--- config.mk ---
export PLATFORM = sky130hd
export DESIGN_NAME = ordered_list_append_delete_core
export DESIGN_NICKNAME = d
export VERILOG_FILES = /design/src/design/olad_pkg.sv /design/src/design/ordered_list_append_delete_core.sv
export SDC_FILE = /design/constraint.sdc
export NUM_CORES = 1
export LEC_CHECK = 0
export BUFFER_PORTS_ARGS = -buffer_cell sky130_fd_sc_hd__buf_2
export CAP_MARGIN = 20
export CORE_MARGIN = 2
export CORE_UTILIZATION = 67
export DETAILED_ROUTE_END_ITERATION = 10
export GPL_TIMING_DRIVEN = 0
export PLACE_DENSITY = 0.91
export SYNTH_ARGS = -nofsm -noshare
export SYNTH_HDL_FRONTEND = slang
export SYNTH_SLANG_ARGS = --single-unit
--- constraint.sdc ---
create_clock -name i_clk -period 9.1 [get_ports i_clk]
set_clock_uncertainty 0.2 [all_clocks]
set_input_delay 1.365 -clock i_clk [delete_from_list [all_inputs] [get_ports i_clk]]
set_output_delay 1.365 -clock i_clk [all_outputs]
set_load 0.005 [all_outputs]
--- src/design/olad_pkg.sv ---
`default_nettype none

package olad_pkg;

    localparam int CAPACITY_DEF = 32;

    // command codes
    localparam logic [1:0] CMD_APPEND = 2'd0;
    localparam logic [1:0] CMD_DELETE = 2'd1;
    localparam logic [1:0] CMD_DUMP   = 2'd2;

    // result status codes
    localparam logic [2:0] ST_DONE      = 3'd0;
    localparam logic [2:0] ST_EMPTY     = 3'd1;
    localparam logic [2:0] ST_NOT_FOUND = 3'd2;
    localparam logic [2:0] ST_FULL      = 3'd3;
    localparam logic [2:0] ST_ITEM      = 3'd4;

    typedef struct packed {
        logic [1:0]         cmd;
        logic signed [31:0] value;
    } t_in_item;

    typedef struct packed {
        logic [2:0]         status;
        logic signed [31:0] data;
        logic               last;
    } t_out_item;

endpackage

`default_nettype wire

--- src/design/ordered_list_append_delete_core.sv ---
`default_nettype none

// ordered list of up to CAPACITY signed 32-bit values, head first
// input channel: an item (cmd, value) is taken on a rising edge with start high
// and busy low; busy stays high while a delete or dump is being worked on
// output channel: each result is held on o_result for one cycle with o_strobe
// high; the receiver cannot stall, so results are never held back or lost
// append: one result the cycle after the item, block stays ready
// delete: one result after a search and, when the value is found, a shift of the
// later entries down the list memory; an empty list answers the cycle after
// dump: one result per entry on consecutive cycles, head first, each read through
// the memory port and the result register, last set on the tail entry; an empty
// list gives one empty result
// unused command code: ignored, no result
// search, shift and dump read through the single read port of the entry memory
// with its registered read data, one entry per cycle
// reset: the entry count clears, the entry memory keeps whatever it held and is
// never read beyond the count, so no clearing pass is needed

module ordered_list_append_delete_core #(
    parameter int CAPACITY = olad_pkg::CAPACITY_DEF
) (
    input  wire                  i_clk,
    input  wire                  i_rst_n,
    input  wire                  start,
    input  olad_pkg::t_in_item   i_item,
    output logic                 busy,
    output logic                 o_strobe,
    output olad_pkg::t_out_item  o_result
);
    import olad_pkg::*;

    localparam int AW = $clog2(CAPACITY);      // entry address width
    localparam int CW = $clog2(CAPACITY + 1);  // count width, holds CAPACITY

    typedef enum logic [3:0] {
        S_IDLE   = 4'b0001,
        S_SEARCH = 4'b0010,
        S_SHIFT  = 4'b0100,
        S_DUMP   = 4'b1000
    } t_state;

    // entry memory, one write and one registered read per cycle
    logic signed [31:0] r_mem [CAPACITY];
    logic signed [31:0] r_rd_data;

    t_state             r_state, n_state;
    logic [CW-1:0]      r_count, n_count;      // valid entries
    logic [CW-1:0]      r_idx, n_idx;          // next read index
    logic               r_pend, n_pend;        // read data arrives this cycle
    logic [CW-1:0]      r_pend_idx, n_pend_idx;// index of that read
    logic signed [31:0] r_value, n_value;      // value to delete
    logic               r_strobe, n_strobe;
    t_out_item          r_result, n_result;

    logic               rd_en;
    logic [AW-1:0]      rd_addr;
    logic               wr_en;
    logic [AW-1:0]      wr_addr;
    logic signed [31:0] wr_data;
    logic               more;                  // entries left to read
    logic [CW-1:0]      wr_back;               // one below the pending index

    assign more    = (r_idx < r_count);
    assign rd_addr = r_idx[AW-1:0];
    assign wr_back = CW'(r_pend_idx - 1'b1);

    always_comb begin
        n_state    = r_state;
        n_count    = r_count;
        n_idx      = r_idx;
        n_pend     = 1'b0;
        n_pend_idx = r_idx;
        n_value    = r_value;
        n_strobe   = 1'b0;
        n_result   = '0;
        rd_en      = 1'b0;
        wr_en      = 1'b0;
        wr_addr    = r_count[AW-1:0];
        wr_data    = i_item.value;

        // shared read stream used by search, shift and dump
        if (r_state != S_IDLE && more) begin
            rd_en  = 1'b1;
            n_pend = 1'b1;
            n_idx  = CW'(r_idx + 1'b1);
        end

        unique case (r_state)
            S_IDLE: begin
                n_pend = 1'b0;
                n_idx  = '0;
                if (start) begin
                    n_value = i_item.value;
                    unique case (i_item.cmd)
                        CMD_APPEND: begin
                            n_strobe      = 1'b1;
                            n_result.last = 1'b1;
                            if (r_count >= CW'(CAPACITY)) begin
                                n_result.status = ST_FULL;
                            end else begin
                                // write at the tail
                                wr_en           = 1'b1;
                                n_count         = CW'(r_count + 1'b1);
                                n_result.status = ST_DONE;
                            end
                        end
                        CMD_DELETE: begin
                            if (r_count == '0) begin
                                n_strobe        = 1'b1;
                                n_result.status = ST_EMPTY;
                                n_result.last   = 1'b1;
                            end else begin
                                n_state = S_SEARCH;
                            end
                        end
                        CMD_DUMP: begin
                            if (r_count == '0) begin
                                n_strobe        = 1'b1;
                                n_result.status = ST_EMPTY;
                                n_result.last   = 1'b1;
                            end else begin
                                n_state = S_DUMP;
                            end
                        end
                        default: begin
                            // unused code, nothing to do
                        end
                    endcase
                end
            end
            S_SEARCH: begin
                if (r_pend && r_rd_data == r_value) begin
                    // first match: move the later entries down from here
                    n_state = S_SHIFT;
                    n_idx   = CW'(r_pend_idx + 1'b1);
                    n_pend  = 1'b0;
                end else if (!r_pend && !more) begin
                    n_state         = S_IDLE;
                    n_strobe        = 1'b1;
                    n_result.status = ST_NOT_FOUND;
                    n_result.last   = 1'b1;
                end
            end
            S_SHIFT: begin
                if (r_pend) begin
                    wr_en   = 1'b1;
                    wr_addr = wr_back[AW-1:0];
                    wr_data = r_rd_data;
                end else if (!more) begin
                    n_state         = S_IDLE;
                    n_count         = CW'(r_count - 1'b1);
                    n_strobe        = 1'b1;
                    n_result.status = ST_DONE;
                    n_result.last   = 1'b1;
                end
            end
            S_DUMP: begin
                if (r_pend) begin
                    n_strobe        = 1'b1;
                    n_result.status = ST_ITEM;
                    n_result.data   = r_rd_data;
                    n_result.last   = (r_pend_idx == CW'(r_count - 1'b1));
                end else if (!more) begin
                    n_state = S_IDLE;
                end
            end
            default: begin
                n_state = S_IDLE;
            end
        endcase
    end

    // entry memory
    always_ff @(posedge i_clk) begin
        if (wr_en) begin
            r_mem[wr_addr] <= wr_data;
        end
        if (rd_en) begin
            r_rd_data <= r_mem[rd_addr];
        end
    end

    // control state
    always_ff @(posedge i_clk) begin
        if (!i_rst_n) begin
            r_state  <= S_IDLE;
            r_count  <= '0;
            r_idx    <= '0;
            r_pend   <= 1'b0;
            r_strobe <= 1'b0;
        end else begin
            r_state  <= n_state;
            r_count  <= n_count;
            r_idx    <= n_idx;
            r_pend   <= n_pend;
            r_strobe <= n_strobe;
        end
    end

    // payload registers
    always_ff @(posedge i_clk) begin
        r_pend_idx <= n_pend_idx;
        r_value    <= n_value;
        r_result   <= n_result;
    end

    assign busy     = (r_state != S_IDLE);
    assign o_strobe = r_strobe;
    assign o_result = r_result;

endmodule

`default_nettype wire

==> results.cfg <==
[routing]
wl_per_cell_um = 45.4
viasPerCell = 7.99
ant_nets = 0
initialDrtViolationCount = 5321
drt_first_pass_iters = 6
drcViolationCount = 0
num_vias = 25000
routed_wl_um = 142000

[synthesis]
ys_ff_latch = 1148
async_reset_ff_share_pct = 0
syn-num-nets = 1997
yosysUniqueCellTypes = 57
synth-seq-area-share_pct = 76.5
ys_warn_count = 0
avgSynthCellArea_sq_um = 22.8
syn_inst = 1946
synth_edf_count = 1088
syn_area_sq_um = 44300
synth_ff_type = edfxtp_1

[placement]
gp_congestion = 0.816
place_ws_ns = 4.31
dp_hpwl_um = 79400
port_buffers = 74
placed_area_sq_um = 46800

[cells_and_area]
fin_area_sq_um = 50400
syn_to_final_growth_pct = 13.8
n_fill_cell = 3011
multi_input_area_sq_um = 10200
seqCellArea_sq_um = 33900
fin_nets = 2220
drive_above_1_share_pct = 32.7

[worst_setup_path]
reg2regPathDepth = 9
cp.arrival_ns = 4.69
crit_start = r_state[1]
r2r_setup_slack_ns = 4.59
required_ns = 9.28
cp-endpoint = r_mem[15][13]
crit_fanout = 19
rr_startpoint = r_state[1]
crit_type = flip-flop to flip-flop
reg2reg_to = r_mem[15][13]
endpoint_kind = flip-flop
start_kind = flip-flop

[global_route]
grt_antenna_before_repair = 5
grt_pass1_vias = 24700
grt_pass1_wl_um = 190000
grtUsageTotal_pct = 41.9
grt_overflow_total = 0
grt_max_degree = 33

[die]
fp.coreArea_sq_um = 65600
die_area_sq_um = 68200
rows = 94
io_pins = 75
initial_core_util_pct = 67.5
fp.dieH_um = 261
die_w_um = 261

[cts]
path_clk_slew_ns = 0.07
clockRootBuffer = clkbuf_16
cts_buffer_depth = 3
h-tree-depth = 3
cts_made_buffers = 107
cts_hold_buf = 0
tritoncts = done
cts_resized = 0
clock_latency_ns = 0.69
post_cts_buffers = 0
cts.sinks = 1148

[sta]
setup_viol = 0
period_minus_slack_ns = 4.51
relSlewSlack_pct = 9.32
rsz0062_at_grt = no
timing.setup.tns_ns = 0
final_max_slew_viol_count = 0
tightestPinTransition_ns = 1.36
setup_slack_ns = 4.59
finalCritPeriodShare_pct = 49.6
max_freq_mhz = 222
hold_viol = 0

[job]
cap_violations = 0

[power_and_ir_drop]
power_density_nw_per_um2 = 220
power_leakage_uw = 0.0156
ir_drop_mv = 0.195

[min_path]
min_path_type = flip-flop to flip-flop

[run_status]
outcome = finished clean
Yosys cell counts, types with 16 or more instances:
master,instances,area [sq um]
and2_1,35,219
xnor2_1,41,359
nand3_1,18,90.1
mux2_2,66,743
nand2_1,22,82.6
dfxtp_1,60,1200
mux4_2,320,7210
nor2_1,53,199
buf_4,16,120
edfxtp_1,1088,32700
clkbuf_1,47,176
layout by cell type (no fill, tap or decap), types with 18 or more instances in the layout:
cell type and count:
buf_2 89, nand3_1 18, nand2_1 22, nor2_4 32
buf_12 22, xnor2_1 41, mux2_2 66, mux4_2 320
edfxtp_1 1088, and2_1 34, clkbuf_1 66, nor2_1 21
clkinv_2 23, dfxtp_1 60, clkinv_1 18, clkbuf_16 109
buf_4 18
kinds of logic (layout without fill, tap and decap cells):
| kind of cell | Yosys count | count (layout) | synth area share [%] |
|---|---|---|---|
| buf+inv | 112 | 426 | 1.18 |
| mux | 392 | 392 | 18.1 |
| simple gates | 171 | 171 | 2.00 |
| xor+xnor | 51 | 51 | 1.01 |
| flops | 1148 | 1148 | 76.5 |
| compound gates | 58 | 58 | 0.890 |
| fa+ha+maj | 14 | 14 | 0.395 |
| other cells | 0 | 1 | 0 |
power breakdown:
part | switching, uW | internal (uW) | total (uW)
Sequential | 48.2 | 5860 | 5910
Clock | 2100 | 2570 | 4670
Combinational | 364 | 153 | 517
worst min path at each step:
stage	from	endpoint	slack, ns	depth (start not counted)
after global placement	n_pend_idx[0]	r_pend_idx[0]	0.17	0
after CTS	n_pend_idx[0]	r_pend_idx[0]	0.18	0
after floorplan	n_pend_idx[0]	r_pend_idx[0]	0.15	0
after global routing	n_pend_idx[0]	r_pend_idx[0]	0.18	0
final	n_pend_idx[0]	r_pend_idx[0]	0.18	0
after detailed placement	n_pend_idx[0]	r_pend_idx[0]	0.16	0
final cells by class:
class	count	share of cell area, %
sequential	1148	67.2
multi-input combinational	686	20.2
clock buffer	138	5.83
timing repair buffer	114	2.44
tap	864	2.14
clock inverter	62	1.19
buffer	96	0.916
inverter	16	0.119
antenna	1	0.00496
state kept, by name (all words and copies together), names as in the netlist:
name / flops
o_result: 36
r_pend_idx: 6
r_pend: 1
r_value: 32
r_state: 4
r_rd_data: 32
r_mem: 1024
n_pend_idx: 6
o_strobe: 1
r_count: 6
worst max-delay path, cell delays in order (launching register included):
cell,delay [ns]
dfxtp_1,0.31
clkbuf_1,0.31
nor2_1,0.15
nand3_1,0.29
buf_2,0.41
mux2i_1,0.67
nor2b_1,0.34
nand2_1,0.32
nor2_4,0.93
buf_16,0.25
layer usage:
metal,track usage (%),part of all wire (%)
met4,28.9,8.4
met1,51.5,29
met2,65.7,47
met3,11.9,15
met5,0,0.029
through the flow:
step	total power [uW]	util (%)	std cells	hold WS, ns
CTS	11000	76.7	3121	0.177
detailed placement	6490	71.3	2921	0.165
global route	11200	76.8	3124	0.184
floorplan	6270	-	1946	0.152
global placement	6440	69.7	2884	0.173
finish	11100	76.8	3125	0.179
Power figures use the tool's default switching activity.
